## src/spf_pkg.sv

```systemverilog
`default_nettype none

package spf_pkg;

  localparam int unsigned PacketBytesDef = 30;
  localparam int unsigned HdrLen         = 8;
  localparam int unsigned CfgIdxW        = 2;
  localparam int unsigned CfgDataW       = 16;

  localparam logic [CfgIdxW-1:0] CfgSiteId    = CfgIdxW'(0);
  localparam logic [CfgIdxW-1:0] CfgSessionId = CfgIdxW'(1);

  localparam logic [15:0] Magic     = 16'h5359;
  localparam logic [7:0]  KindTime  = 8'h01;
  localparam logic [7:0]  KindFrame = 8'h02;
  localparam logic [7:0]  LenTime   = 8'd8;
  localparam logic [7:0]  LenFrame  = 8'd4;
  localparam logic [15:0] CrcInit   = 16'hFFFF;
  localparam logic [15:0] CrcPoly   = 16'h1021;
  localparam logic [31:0] LcgMul    = 32'd1664525;
  localparam logic [31:0] LcgAdd    = 32'd1013904223;
  localparam logic [31:0] LcgSeed   = 32'h4A3B2C1D;

  typedef struct packed {
    logic        req_type;
    logic [63:0] payload_value;
    logic [31:0] tick_sample;
  } spf_req_t;

  typedef struct packed {
    logic [7:0] out_byte;
    logic       last_byte;
  } spf_out_t;

  // one byte through the crc, msb first
  function automatic logic [15:0] crc_byte(logic [15:0] crc, logic [7:0] data);
    logic [15:0] c;
    c = crc ^ {data, 8'h00};
    for (int b = 0; b < 8; b++) begin
      if (c[15]) begin
        c = {c[14:0], 1'b0} ^ CrcPoly;
      end else begin
        c = {c[14:0], 1'b0};
      end
    end
    return c;
  endfunction

endpackage

`default_nettype wire

```

## src/sync_packet_framer_crc16.sv

```systemverilog
// a request transfer leads through the prep state to the first byte in the output register
// packets of PACKET_BYTES bytes do not overlap; header and payload leave from a shift register
// bytes leave one per cycle unless stalled, bounded by the single output register
// a new request is taken once the final crc byte has entered the output register
// reset: sequence number 0, pad generator 0x4A3B2C1D, site and session id 0, output empty
`default_nettype none

module sync_packet_framer_crc16 #(
  parameter int unsigned PACKET_BYTES = spf_pkg::PacketBytesDef
) (
  input  wire logic                          clk_i,
  input  wire logic                          rst_ni,
  input  wire logic                          in_valid_i,
  output logic                               in_stall_o,
  input  wire spf_pkg::spf_req_t             in_data_i,
  output logic                               out_valid_o,
  input  wire logic                          out_stall_i,
  output spf_pkg::spf_out_t                  out_data_o,
  input  wire logic                          cfg_valid_i,
  output logic                               cfg_ready_o,
  input  wire logic [spf_pkg::CfgIdxW-1:0]   cfg_index_i,
  input  wire logic [spf_pkg::CfgDataW-1:0]  cfg_data_i
);

  import spf_pkg::*;

  localparam int unsigned CntW = $clog2(PACKET_BYTES + 1);
  localparam int unsigned SrW  = 128;

  typedef enum logic [2:0] {
    StIdle = 3'b001,
    StPrep = 3'b010,
    StSend = 3'b100
  } spf_state_e;

  spf_state_e  st_q, st_d;
  logic [CntW-1:0] cnt_q, cnt_d;
  logic [7:0]  seq_q, seq_d;
  logic [15:0] site_q, site_d;
  logic [7:0]  session_q, session_d;
  logic [31:0] gen_q, gen_d;
  logic [15:0] crc_q, crc_d;
  logic        out_valid_q, out_valid_d;

  logic [SrW-1:0] sr_q, sr_d;
  logic [31:0] nxt_q, nxt_d;
  logic [31:0] tick_q, tick_d;
  logic        frame_q, frame_d;
  spf_out_t    out_q, out_d;

  logic        in_xfer;
  logic        load;
  logic [31:0] lcg_src;
  logic [31:0] lcg_step;
  logic [CntW-1:0] pay_end;
  logic [7:0]  byte_sel;
  logic        last_sel;
  logic [63:0] pay_word;

  assign in_stall_o  = (st_q != StIdle);
  assign in_xfer     = in_valid_i && !in_stall_o;
  assign load        = (st_q == StSend) && (!out_valid_q || !out_stall_i);
  assign cfg_ready_o = 1'b1;
  assign out_valid_o = out_valid_q;
  assign out_data_o  = out_q;

  assign lcg_src  = (st_q == StPrep) ? gen_q : nxt_q;
  assign lcg_step = 32'(lcg_src * LcgMul + LcgAdd + tick_q);
  assign pay_end  = frame_q ? CntW'(HdrLen + 4) : CntW'(HdrLen + 8);
  assign pay_word = in_data_i.req_type ? {in_data_i.payload_value[31:0], 32'h0}
                                       : in_data_i.payload_value;

  always_comb begin
    st_d        = st_q;
    cnt_d       = cnt_q;
    seq_d       = seq_q;
    site_d      = site_q;
    session_d   = session_q;
    gen_d       = gen_q;
    crc_d       = crc_q;
    out_valid_d = out_valid_q;
    sr_d        = sr_q;
    nxt_d       = nxt_q;
    tick_d      = tick_q;
    frame_d     = frame_q;
    out_d       = out_q;
    byte_sel    = crc_q[7:0];
    last_sel    = 1'b0;

    if (cfg_valid_i) begin
      case (cfg_index_i)
        CfgSiteId:    site_d    = cfg_data_i;
        CfgSessionId: session_d = cfg_data_i[7:0];
        default: ;
      endcase
    end

    if (out_valid_q && !out_stall_i) begin
      out_valid_d = 1'b0;
    end

    case (st_q)
      StIdle: begin
        if (in_xfer) begin
          frame_d = in_data_i.req_type;
          tick_d  = in_data_i.tick_sample;
          sr_d    = {Magic,
                     in_data_i.req_type ? KindFrame : KindTime,
                     in_data_i.req_type ? LenFrame : LenTime,
                     site_q, seq_q, session_q, pay_word};
          seq_d   = seq_q + 8'd1;
          st_d    = StPrep;
        end
      end
      StPrep: begin
        nxt_d = lcg_step;
        crc_d = CrcInit;
        cnt_d = '0;
        st_d  = StSend;
      end
      StSend: begin
        if (cnt_q < pay_end) begin
          byte_sel = sr_q[SrW-1 -: 8];
        end else if (cnt_q < CntW'(PACKET_BYTES - 2)) begin
          byte_sel = nxt_q[31:24];
        end else if (cnt_q == CntW'(PACKET_BYTES - 2)) begin
          byte_sel = crc_q[15:8];
        end else begin
          byte_sel = crc_q[7:0];
          last_sel = 1'b1;
        end
        if (load) begin
          out_valid_d        = 1'b1;
          out_d.out_byte     = byte_sel;
          out_d.last_byte    = last_sel;
          cnt_d              = cnt_q + CntW'(1);
          if (cnt_q < pay_end) begin
            sr_d = {sr_q[SrW-9:0], 8'h00};
          end else if (cnt_q < CntW'(PACKET_BYTES - 2)) begin
            gen_d = nxt_q;
            nxt_d = lcg_step;
          end
          if (cnt_q < CntW'(PACKET_BYTES - 2)) begin
            crc_d = crc_byte(crc_q, byte_sel);
          end
          if (last_sel) begin
            st_d = StIdle;
          end
        end
      end
      default: st_d = StIdle;
    endcase
  end

  always_ff @(posedge clk_i or negedge rst_ni) begin
    if (!rst_ni) begin
      st_q        <= StIdle;
      cnt_q       <= '0;
      seq_q       <= '0;
      site_q      <= '0;
      session_q   <= '0;
      gen_q       <= LcgSeed;
      crc_q       <= CrcInit;
      out_valid_q <= 1'b0;
    end else begin
      st_q        <= st_d;
      cnt_q       <= cnt_d;
      seq_q       <= seq_d;
      site_q      <= site_d;
      session_q   <= session_d;
      gen_q       <= gen_d;
      crc_q       <= crc_d;
      out_valid_q <= out_valid_d;
    end
  end

  always_ff @(posedge clk_i) begin
    sr_q    <= sr_d;
    nxt_q   <= nxt_d;
    tick_q  <= tick_d;
    frame_q <= frame_d;
    out_q   <= out_d;
  end

  a_xfer_prep : assert property (@(posedge clk_i) disable iff (!rst_ni)
    in_xfer |=> (st_q == StPrep))
    else $error("request transfer did not start a packet");

  a_last_idle : assert property (@(posedge clk_i) disable iff (!rst_ni)
    (load && last_sel) |=> (st_q == StIdle) && out_valid_q && out_q.last_byte)
    else $error("final byte did not end the packet");

  a_cnt_range : assert property (@(posedge clk_i) disable iff (!rst_ni)
    (st_q == StSend) |-> (cnt_q < CntW'(PACKET_BYTES)))
    else $error("byte counter out of range");

  a_seq_adv : assert property (@(posedge clk_i) disable iff (!rst_ni)
    (seq_q != $past(seq_q)) |-> $past(in_xfer))
    else $error("sequence number moved without a request");

  a_gen_hold : assert property (@(posedge clk_i) disable iff (!rst_ni)
    (st_q != StSend) |=> $stable(gen_q))
    else $error("pad generator moved outside a packet");

endmodule

`default_nettype wire

```

## config.mk

```make
export PLATFORM = sky130hd
export DESIGN_NAME = sync_packet_framer_crc16
export DESIGN_NICKNAME = d
export VERILOG_FILES = /design/src/spf_pkg.sv /design/src/sync_packet_framer_crc16.sv
export SDC_FILE = /design/constraint.sdc
export NUM_CORES = 1
export LEC_CHECK = 0
export ABC_AREA = 1
export BUFFER_PORTS_ARGS = -buffer_cell sky130_fd_sc_hd__buf_2
export CAP_MARGIN = 20
export CORE_MARGIN = 1
export CORE_UTILIZATION = 40
export DETAILED_ROUTE_END_ITERATION = 8
export HOLD_SLACK_MARGIN = 0.03
export PLACE_DENSITY_LB_ADDON = 0.3
export SKIP_CTS_REPAIR_TIMING = 1
export SYNTH_ARGS = -nofsm -noshare
export SYNTH_HDL_FRONTEND = slang
export SYNTH_SLANG_ARGS = --single-unit
```

## constraint.sdc

```tcl
create_clock -name clk_i -period 11.08 [get_ports clk_i]
set_input_delay 0.554 -clock clk_i [delete_from_list [all_inputs] [get_ports clk_i]]
set_output_delay 0.554 -clock clk_i [all_outputs]
set_load 0.02 [all_outputs]
```

==> flow_summary.ini, run 1 <==
[outcome]
run_status = finished clean

[hold_path]
holdCritStartpoint = in_data_i[15]
timing.hold.worst_path_depth = 1
hold_class = primary input to flop
worstHoldEndpoint = tick_q[15]$_DFFE_PP_

[synth]
seq_area_frac_synth_pct = 40.31
synth_cell_type_count = 46
total_of_flip_flops_plus_latches_after_synthesis = 291
synth.top_cell.area_share_pct = 29.34
instance_count_of_the_mapped_netlist = 2212
synth.area.top_cells = sky130_fd_sc_hd__edfxtp_1 (29%), sky130_fd_sc_hd__fa_1 (16%), sky130_fd_sc_hd__ha_1 (9.8%), sky130_fd_sc_hd__inv_1 (9.4%), sky130_fd_sc_hd__nand2_1 (9.2%)
synth_warnings = 0
syn_area_um2 = 20670
yosys.area.top_type = sky130_fd_sc_hd__edfxtp_1
average_cell_area_after_synthesis_um2 = 9.347
mappedNetlistNets = 2657

[worst_setup_path]
worst_r2r_path_depth = 26
critical_path.startpoint_type = flop
worst_setup_path_end_kind = flop
timing.critical_path.arrival_ns = 7.94
critical-path-max-stage-delay_ns = 0.77
worst_ep_required_time_ns = 11.39
setup.reg_to_reg.worst_slack_ns = 3.45
critical_path.most_common_cell = sky130_fd_sc_hd__fa_1
rr_endpoint = nxt_q[31]$_DFFE_PP_
critPathSlowestCell = sky130_fd_sc_hd__o21ai_0
worstSetupPathType = flop to flop
timing.critical_path.fanout_max = 31
timing.rr.start = st_q[1]$_DFFE_PN0P_

[clock_network]
cts-root-to-sink-buffers = 3
number_of_h_tree_levels = 2
num_cts_buffers = 36
clkSinkCount = 291
path_clk_slew_ns = 0.06
cts_tree = done
insertion_delay_to_the_later_sink_of_the_worst_skew_pair_ns = 0.56
cts_root_buffer = sky130_fd_sc_hd__clkbuf_16

[floorplan]
io_pins = 132
fp.dieW_um = 229.3
core_um2 = 50580
floorplan.die_area_um2 = 52600
die-height_um = 229.3
rows = 82
initial_core_util_pct = 40.87

[placement]
port_buffers = 130
gp_routability_congestion = 0.9378
dp_hpwl_um = 40950

[global_route]
grt_pass1_wl_um = 83340
total_track_usage_pct = 20.47
first_global_vias = 15110
grt_antenna_before_repair = 0
grt.overflow.total = 0
grt_start_max_net_pins = 99

[routing]
drt-total-wl_um = 52550
number_of_search_and_repair_iterations_in_the_first_detailed_routing_pass = 7
antenna_violation_net_count_after_detailed_routing = 0
detailroute.via_count = 14640
detail_route.wl_per_cell_um = 17.24
first_iter_violations = 1018
route.detailed.drc = 0
detail_route.vias_per_cell = 4.803

[final_layout]
layout-drive-gt1-share_pct = 11.37
area_growth_pct = 12.23
sequential_cell_area_um2 = 8333
fillerInstances = 4879
multiInputGateArea_um2 = 10170
antenna_cells_inserted = 0
fin_nets = 2792

[sta]
final-hold-violation-count = 0
timing_worst_slew_pin_value_ns = 0.9903
slew_headroom_pct = 33.98
slew_violations = 0
period_minus_slack_ns = 7.629
clock-skew-final_ns = 0.02686
max_freq_mhz = 131.1
rsz0062_at_grt = no
final_min_period_over_clock_period_pct = 68.85
setup_viol = 0
fin_setup_tns_ns = 0

[run]
max-cap-violations = 0
==> flip-flops by register name, indices dropped and copies added (netlist names) <==
register,count
seq_q,8
cnt_q,5
nxt_q,32
out_data_o,9
st_q,3
out_valid_o,1
gen_q,32
frame_q,1
sr_q,128
tick_q,32
session_q,8
crc_q,16
site_q,16
==> critical path: cells and delay by family (launching register included) <==
kind	cells	cell delay (ns)
compound gates	4	1.37
fa+ha+maj	8	3.84
buf+inv	6	0.69
flops	1	0.39
simple gates	8	1.09
==> cell usage after synthesis, drive strengths merged <==
library cell	n
o21bai	5
o22ai	2
xor2	31
edfxtp	202
nor3	12
nand4	8
a31oi	2
a22oi	3
nor2	94
dfrtp	57
nor4	2
conb	1
xnor2	17
ha	162
o211ai	33
buf	18
a21boi	1
clkinv	1
nand2	510
inv	520
nand3b	5
o221ai	1
dfstp	32
and2	1
a21o	6
mux2	8
o21a	1
a21oi	52
fa	163
clkbuf	31
or2	16
nand3	79
o21ai	136
==> layer usage <==
| layer | part of all wire (%) | GRT usage, % | up-vias | wire length (um) |
|---|---|---|---|---|
| met2 | 47 | 33.44 | 340 | 24560 |
| met4 | 3.2 | 7.000 | 0 | 1688 |
| met5 | 0 | 0 | - | 0 |
| met3 | 4.3 | 2.901 | 85 | 2251 |
| li1 | - | - | 7170 | - |
| met1 | 46 | 27.84 | 7040 | 24040 |
==> how the worst max path moves through the flow <==
stage	from	to	slack (ns)	depth (start not counted)
finish	st_q[1]$_DFFE_PN0P_	nxt_q[31]$_DFFE_PP_	3.45	26
detailed placement	st_q[1]$_DFFE_PN0P_	nxt_q[31]$_DFFE_PP_	3.47	26
global route	st_q[1]$_DFFE_PN0P_	nxt_q[31]$_DFFE_PP_	3.04	26
floorplan	frame_q$_DFFE_PP_	sr_q[0]$_SDFFCE_PP0P_	3.14	6
global placement	st_q[1]$_DFFE_PN0P_	nxt_q[31]$_DFFE_PP_	3.56	25
CTS	st_q[1]$_DFFE_PN0P_	nxt_q[31]$_DFFE_PP_	3.44	26
==> stage by stage <==
stage / cells / utilization (%) / instance area (um2) / setup WS (ns) / hold slack (ns)
after floorplan: 2212 / - / 20670 / 3.141 / 0.2584
after global placement: 2979 / 43.61 / 22060 / 3.564 / 0.4619
after detailed placement: 2979 / 43.61 / 22060 / 3.469 / 0.4627
after CTS: 3045 / 45.82 / 23180 / 3.440 / -0.08075
after global routing: 3047 / 45.87 / 23200 / 3.038 / 0.1343
final: 3047 / 45.87 / 23200 / 3.451 / 0.1612
==> cell type report <==
type,count,share of cell area [%]
inverter,521,8.428
clock inverter,16,0.6255
sequential,291,35.91
multi-input combinational,1351,43.84
tap,672,3.624
timing repair buffer,146,3.376
clock buffer,50,4.195
==> cell families (layout without fill, tap and decap cells) <==
kind of cell / Yosys count / after routing / share of synthesized area [%]
fa+ha+maj: 325 / 325 / 25.59
flops: 291 / 291 / 40.31
xor+xnor: 48 / 48 / 2.033
mux: 8 / 8 / 0.4357
buf+inv: 570 / 733 / 10.57
compound gates: 242 / 242 / 6.603
simple gates: 727 / 727 / 14.45
other cells: 1 / 1 / 0.01814
==> layout by cell type (no fill, tap or decap), types with 6 or more instances in the layout <==
cell type	instances
sky130_fd_sc_hd__buf_2	129
sky130_fd_sc_hd__nor2_1	89
sky130_fd_sc_hd__fa_1	163
sky130_fd_sc_hd__buf_4	15
sky130_fd_sc_hd__o211ai_1	33
sky130_fd_sc_hd__dfrtp_1	57
sky130_fd_sc_hd__edfxtp_1	202
sky130_fd_sc_hd__nand4_1	8
sky130_fd_sc_hd__or2_2	15
sky130_fd_sc_hd__a21o_1	6
sky130_fd_sc_hd__clkbuf_1	12
sky130_fd_sc_hd__mux2_2	8
sky130_fd_sc_hd__dfstp_2	32
sky130_fd_sc_hd__nand2_1	506
sky130_fd_sc_hd__nand3_1	79
sky130_fd_sc_hd__inv_1	515
sky130_fd_sc_hd__nor3_1	10
sky130_fd_sc_hd__ha_1	162
sky130_fd_sc_hd__clkbuf_16	36
sky130_fd_sc_hd__o21ai_0	104
sky130_fd_sc_hd__xnor2_1	17
sky130_fd_sc_hd__a21oi_1	50
sky130_fd_sc_hd__o21ai_1	31
sky130_fd_sc_hd__xor2_1	31
Power of run 1 is not shown: default switching activity piles up to over one toggle a cycle in this logic, so the estimate is an artifact.
==> inputs of run 2 (changes only) <==
==> constraint.sdc (replaced) <==
create_clock -name clk_i -period 6.1 [get_ports clk_i]
set_input_delay 0.305 -clock clk_i [delete_from_list [all_inputs] [get_ports clk_i]]
set_output_delay 0.305 -clock clk_i [all_outputs]
set_load 0.02 [all_outputs]
==> run 2 against run 1 <==
  * The run now ends with negative setup slack left
  * Worst hold slack got worse by 0.12 ns
  * Global-route usage is 0.087 points higher
  * Via count is 7.1% higher
  * Sequential share of layout area down 4.1 points
  * Die area is the same
  * Register-to-register slack lost 3.5 ns
  * Clock skew decreased by 0.017 ns
  * Final cell count is 8.1% higher
  * Fmax rose by 24%
  * Cell area rose by 13%
  * Wire length rose by 3.3%
  * Count of clock-buffer cells in the layout is 3 higher
==> flow_summary.ini, run 2 (synthesis results as in run 1) <==
[floorplan]
rows = 82
fp.dieW_um = 229.3
floorplan.die_area_um2 = 52600
initial_core_util_pct = 40.87
die-height_um = 229.3
io_pins = 132
core_um2 = 50580

[routing]
route.detailed.drc = 0
number_of_search_and_repair_iterations_in_the_first_detailed_routing_pass = 5
detail_route.vias_per_cell = 4.759
detailroute.via_count = 15670
detail_route.wl_per_cell_um = 16.48
first_iter_violations = 834
antenna_violation_net_count_after_detailed_routing = 0
drt-total-wl_um = 54260

[global_route]
total_track_usage_pct = 20.55
grt_start_max_net_pins = 129
grt_antenna_before_repair = 0
grt.overflow.total = 0
first_global_vias = 16080
grt_pass1_wl_um = 84150

[hold_path]
timing.hold.worst_path_depth = 3
worstHoldEndpoint = site_q[0]$_DFFE_PN0P_
holdCritStartpoint = cfg_data_i[0]
hold_class = primary input to flop

[worst_setup_path]
crit_path_start = st_q[0]$_DFFE_PN1P_
critical_path.startpoint_type = flop
worst_ep_required_time_ns = 6.40
timing.critical_path.arrival_ns = 6.48
worstSetupPathType = flop to flop
setup.reg_to_reg.worst_slack_ns = -0.08
timing.rr.start = st_q[0]$_DFFE_PN1P_
timing.critical_path.fanout_max = 5
rr_endpoint = nxt_q[31]$_DFFE_PP_
worst_setup_path_end_kind = flop
worst_r2r_path_depth = 25

[clock_network]
insertion_delay_to_the_later_sink_of_the_worst_skew_pair_ns = 0.55
clkSinkCount = 291
cts-root-to-sink-buffers = 3
path_clk_slew_ns = 0.06
number_of_h_tree_levels = 2
cts_root_buffer = sky130_fd_sc_hd__clkbuf_16
num_cts_buffers = 36
cts_tree = done

[final_layout]
multiInputGateArea_um2 = 10960
sequential_cell_area_um2 = 8333
area_growth_pct = 26.59
regMostFlops = sr_q
fin_nets = 3038
fillerInstances = 4637
max_reg_flops = 128
final_cell_area_um2 = 26170
layout-drive-gt1-share_pct = 23.88
antenna_cells_inserted = 0
most-common-layout-cells = sky130_fd_sc_hd__inv_1 (495), sky130_fd_sc_hd__nand2_1 (487), sky130_fd_sc_hd__buf_4 (203)
final_common_cell = sky130_fd_sc_hd__inv_1

[sta]
final-hold-violation-count = 0
timing_worst_slew_pin_value_ns = 1.024
max_freq_mhz = 161.9
rsz0062_at_grt = yes
setup_viol = 3
finalWorstSetupSlack_ns = -0.07621
clock-skew-final_ns = 0.009594
slew_violations = 0
timing.hold.ws_ns = 0.04420
period_minus_slack_ns = 6.176
final_min_period_over_clock_period_pct = 101.2
slew_headroom_pct = 31.76

[run]
max-cap-violations = 0

[outcome]
run_status = finished, violations left
violated_checks = negative setup slack

[placement]
gp_routability_congestion = 0.9463
postPlaceCellArea_um2 = 23480
port_buffers = 130
dp_hpwl_um = 41320
-- run 2: changes by cell type in the layout (fill, tap and decap cells not counted), moves of 20 or more --
| cell | previous run | this run |
|---|---|---|
| sky130_fd_sc_hd__ha_4 | 0 | 24 |
| sky130_fd_sc_hd__a21oi_2 | 0 | 22 |
| sky130_fd_sc_hd__ha_1 | 162 | 131 |
| sky130_fd_sc_hd__buf_4 | 15 | 203 |
| sky130_fd_sc_hd__a21oi_1 | 50 | 27 |
| sky130_fd_sc_hd__dlygate4sd3_1 | 1 | 42 |
| sky130_fd_sc_hd__inv_1 | 515 | 495 |
| sky130_fd_sc_hd__o21ai_0 | 104 | 77 |
-- run 2: routing by layer --
| layer | vias up | GRT usage, % | share of wire [%] | wire length, um |
|---|---|---|---|---|
| li1 | 7687 | - | - | - |
| met1 | 7545 | 26.50 | 44 | 23700 |
| met2 | 351 | 34.63 | 48 | 26250 |
| met3 | 90 | 3.760 | 4.6 | 2510 |
| met4 | 0 | 7.062 | 3.3 | 1789 |
| met5 | - | 0 | 0 | 0 |
-- run 2: through the flow --
stage          setup TNS [ns]  worst slack (ns)  cells  utilization (%)
6_report             -0.09493          -0.07621   3293            51.74
5_1_grt                -2.078           -0.3281   3293            51.74
4_1_cts                -4.391           -0.5520   3221            48.79
3_5_place_dp           -3.876           -0.5305   3155            46.43
3_3_place_gp           -2.651           -0.4356   3155            46.43
2_1_floorplan               0          0.009003   2212                -
-- run 2: worst max path at each step --
stage          depth (start not counted)             endpoint
6_report                              25  nxt_q[31]$_DFFE_PP_
3_3_place_gp                          30  nxt_q[28]$_DFFE_PP_
2_1_floorplan                         29  nxt_q[31]$_DFFE_PP_
4_1_cts                               30  nxt_q[28]$_DFFE_PP_
5_1_grt                               26  nxt_q[31]$_DFFE_PP_
3_5_place_dp                          30  nxt_q[28]$_DFFE_PP_
-- run 2: layout make-up --
| class | instances | area share, % |
|---|---|---|
| timing repair buffer | 392 | 11.01 |
| clock inverter | 13 | 0.5594 |
| inverter | 521 | 7.520 |
| sequential | 291 | 31.84 |
| multi-input combinational | 1351 | 41.87 |
| tap | 672 | 3.213 |
| clock buffer | 53 | 3.997 |
-- run 2: critical path, cell delays in order, from the launching register on --
cell and delay [ns]:
sky130_fd_sc_hd__dfstp_2 0.59, sky130_fd_sc_hd__nor2_4 0.06, sky130_fd_sc_hd__nand2_4 0.13, sky130_fd_sc_hd__buf_12 0.13, sky130_fd_sc_hd__nand2_1 0.04, sky130_fd_sc_hd__o21ai_1 0.07, sky130_fd_sc_hd__buf_4 0.18, sky130_fd_sc_hd__buf_6 0.11
sky130_fd_sc_hd__ha_4 0.20, sky130_fd_sc_hd__fa_2 0.63, sky130_fd_sc_hd__fa_1 0.44, sky130_fd_sc_hd__inv_2 0.07, sky130_fd_sc_hd__fa_1 0.45, sky130_fd_sc_hd__fa_1 0.52, sky130_fd_sc_hd__fa_1 0.52, sky130_fd_sc_hd__fa_1 0.59
sky130_fd_sc_hd__inv_2 0.06, sky130_fd_sc_hd__ha_4 0.27, sky130_fd_sc_hd__nand2_2 0.06, sky130_fd_sc_hd__buf_4 0.16, sky130_fd_sc_hd__nor2_4 0.12, sky130_fd_sc_hd__nand4_1 0.17, sky130_fd_sc_hd__o21ai_2 0.19, sky130_fd_sc_hd__a21oi_2 0.05
sky130_fd_sc_hd__nand3_1 0.08, sky130_fd_sc_hd__nand2_1 0.06
Power of run 2 is left out for the same reason.
==> inputs of run 3 (changes only) <==
--- a/config.mk
+++ b/config.mk
@@ -11,6 +11,7 @@
 export CORE_MARGIN = 1
 export CORE_UTILIZATION = 40
 export DETAILED_ROUTE_END_ITERATION = 8
+export GPL_TIMING_DRIVEN = 0
 export HOLD_SLACK_MARGIN = 0.03
 export PLACE_DENSITY_LB_ADDON = 0.3
 export SKIP_CTS_REPAIR_TIMING = 1
==> run 3 against run 2 <==
  * The run still ends with negative setup slack left
  * Clock skew grew 0.019 ns
  * Die area did not move
  * Cell area decreased by 1.4%
  * Critical endpoint unchanged
  * Utilization fell by 0.71 points
  * Fmax decreased by 8.0%
  * Sequential share of layout area grew 0.44 points
==> flow_summary.ini, run 3 (synthesis results as in run 1) <==
[clock_network]
path_clk_slew_ns = 0.06
cts-root-to-sink-buffers = 3
num_cts_buffers = 34
clkSinkCount = 291
cts_root_buffer = sky130_fd_sc_hd__clkbuf_16
cts_tree = done
insertion_delay_to_the_later_sink_of_the_worst_skew_pair_ns = 0.56
number_of_h_tree_levels = 2

[floorplan]
io_pins = 132
die-height_um = 229.3
floorplan.die_area_um2 = 52600
core_um2 = 50580
initial_core_util_pct = 40.87
rows = 82
fp.dieW_um = 229.3

[sta]
setup_viol = 14
clock-skew-final_ns = 0.02829
final-hold-violation-count = 0
rsz0062_at_grt = yes
slew_violations = 0
slew_headroom_pct = 45.64
max_freq_mhz = 149.0
timing_worst_slew_pin_value_ns = 0.8135
fin_setup_tns_ns = -4.018
period_minus_slack_ns = 6.712
final_min_period_over_clock_period_pct = 110.0
finalWorstSetupSlack_ns = -0.6124

[worst_setup_path]
timing.critical_path.fanout_max = 10
worstSetupPathType = flop to flop
critical_path.startpoint_type = flop
worst_setup_path_end_kind = flop
critical-path-max-stage-delay_ns = 0.63
worst_r2r_path_depth = 26
critPathSlowestCell = sky130_fd_sc_hd__fa_1
worst_ep_required_time_ns = 6.41
path_buf_inv = 7
critical_path.most_common_cell = sky130_fd_sc_hd__fa_1
crit_cells = 26
timing.critical_path.arrival_ns = 7.02
cpLargestDelayFamily = adder cells

[routing]
route.detailed.drc = 0
drt-total-wl_um = 53640
number_of_search_and_repair_iterations_in_the_first_detailed_routing_pass = 5
detail_route.wl_per_cell_um = 16.75
first_iter_violations = 879
detail_route.vias_per_cell = 4.823
detailroute.via_count = 15450
antenna_violation_net_count_after_detailed_routing = 0

[placement]
postPlaceCellArea_um2 = 22460
dp_hpwl_um = 41760
port_buffers = 130
gp_routability_congestion = 0.9566

[run]
max-cap-violations = 0

[global_route]
grt.overflow.total = 0
grt_pass1_wl_um = 81910
total_track_usage_pct = 20.04
grt_start_max_net_pins = 68
grt_antenna_before_repair = 0
first_global_vias = 15470

[final_layout]
final_cell_area_um2 = 25810
max_reg_flops = 128
area_growth_pct = 24.86
regMostFlops = sr_q
fin_nets = 2950
final_common_cell = sky130_fd_sc_hd__nand2_1
fillerInstances = 4556
most-common-layout-cells = sky130_fd_sc_hd__nand2_1 (483), sky130_fd_sc_hd__inv_1 (482), sky130_fd_sc_hd__edfxtp_1 (202)
antenna_cells_inserted = 0
layout-drive-gt1-share_pct = 21.41

[hold_path]
hold_class = primary input to flop
timing.hold.worst_path_depth = 3

[outcome]
run_status = finished, violations left
violated_checks = negative setup slack
## run 3: cell count changes in the layout (fill, tap and decap cells not counted), sizes merged
cell,before,now
buf,348,232
clkbuf,55,82
inv,522,520
bufinv,2,3
clkinv,9,8
clkinvlp,1,2
## run 3: routing by layer
metal	vias up	share of wire [%]	global-route usage [%]
met3	104	5.0	3.225
li1	7510	-	-
met4	0	3.6	6.667
met5	-	0	0
met2	422	49	34.12
met1	7413	43	25.91
## run 3: final timing paths
path                                                 end                   from  slack (ns)
worst min register to register     gen_q[11]$_DFFE_PN1P_  gen_q[11]$_DFFE_PN1P_        0.48
worst max register to register       nxt_q[31]$_DFFE_PP_    st_q[0]$_DFFE_PN1P_       -0.61
min in group asynchronous          gen_q[26]$_DFFE_PN0P_                 rst_ni        0.22
max in group asynchronous           gen_q[0]$_DFFE_PN1P_                 rst_ni        5.18
worst min-delay path            session_q[7]$_DFFE_PN0P_          cfg_data_i[7]        0.06
worst max-delay path                 nxt_q[31]$_DFFE_PP_    st_q[0]$_DFFE_PN1P_       -0.61
## run 3: worst register-to-register path: cells and delay by family, from the launching register on
family | cells | cell delay, ns
simple gates | 9 | 1.12
buf+inv | 7 | 0.84
compound gates | 2 | 0.22
fa+ha+maj | 8 | 3.70
flops | 1 | 0.60
## run 3: metrics by stage
stage,setup slack [ns],cells,hold slack (ns),util [%]
after floorplan,0.009003,2212,0.009409,-
after global placement,-1.475,3014,0.4604,43.95
after detailed placement,-1.410,3025,0.2465,44.41
after CTS,-1.462,3087,-0.3467,46.67
after global routing,-0.7910,3203,0.05753,51.04
final,-0.6124,3203,0.05607,51.04
## run 3: layout make-up
cell class	instances	area, um2	area share, %
clock buffer	50	984.7	3.814
multi-input combinational	1351	11240	43.56
sequential	291	8333	32.28
timing repair buffer	257	1976	7.653
tap	672	840.8	3.257
inverter	521	1982	7.677
buffer	49	292.8	1.134
clock inverter	12	161.4	0.6252
Power of run 3 is left out for the same reason.
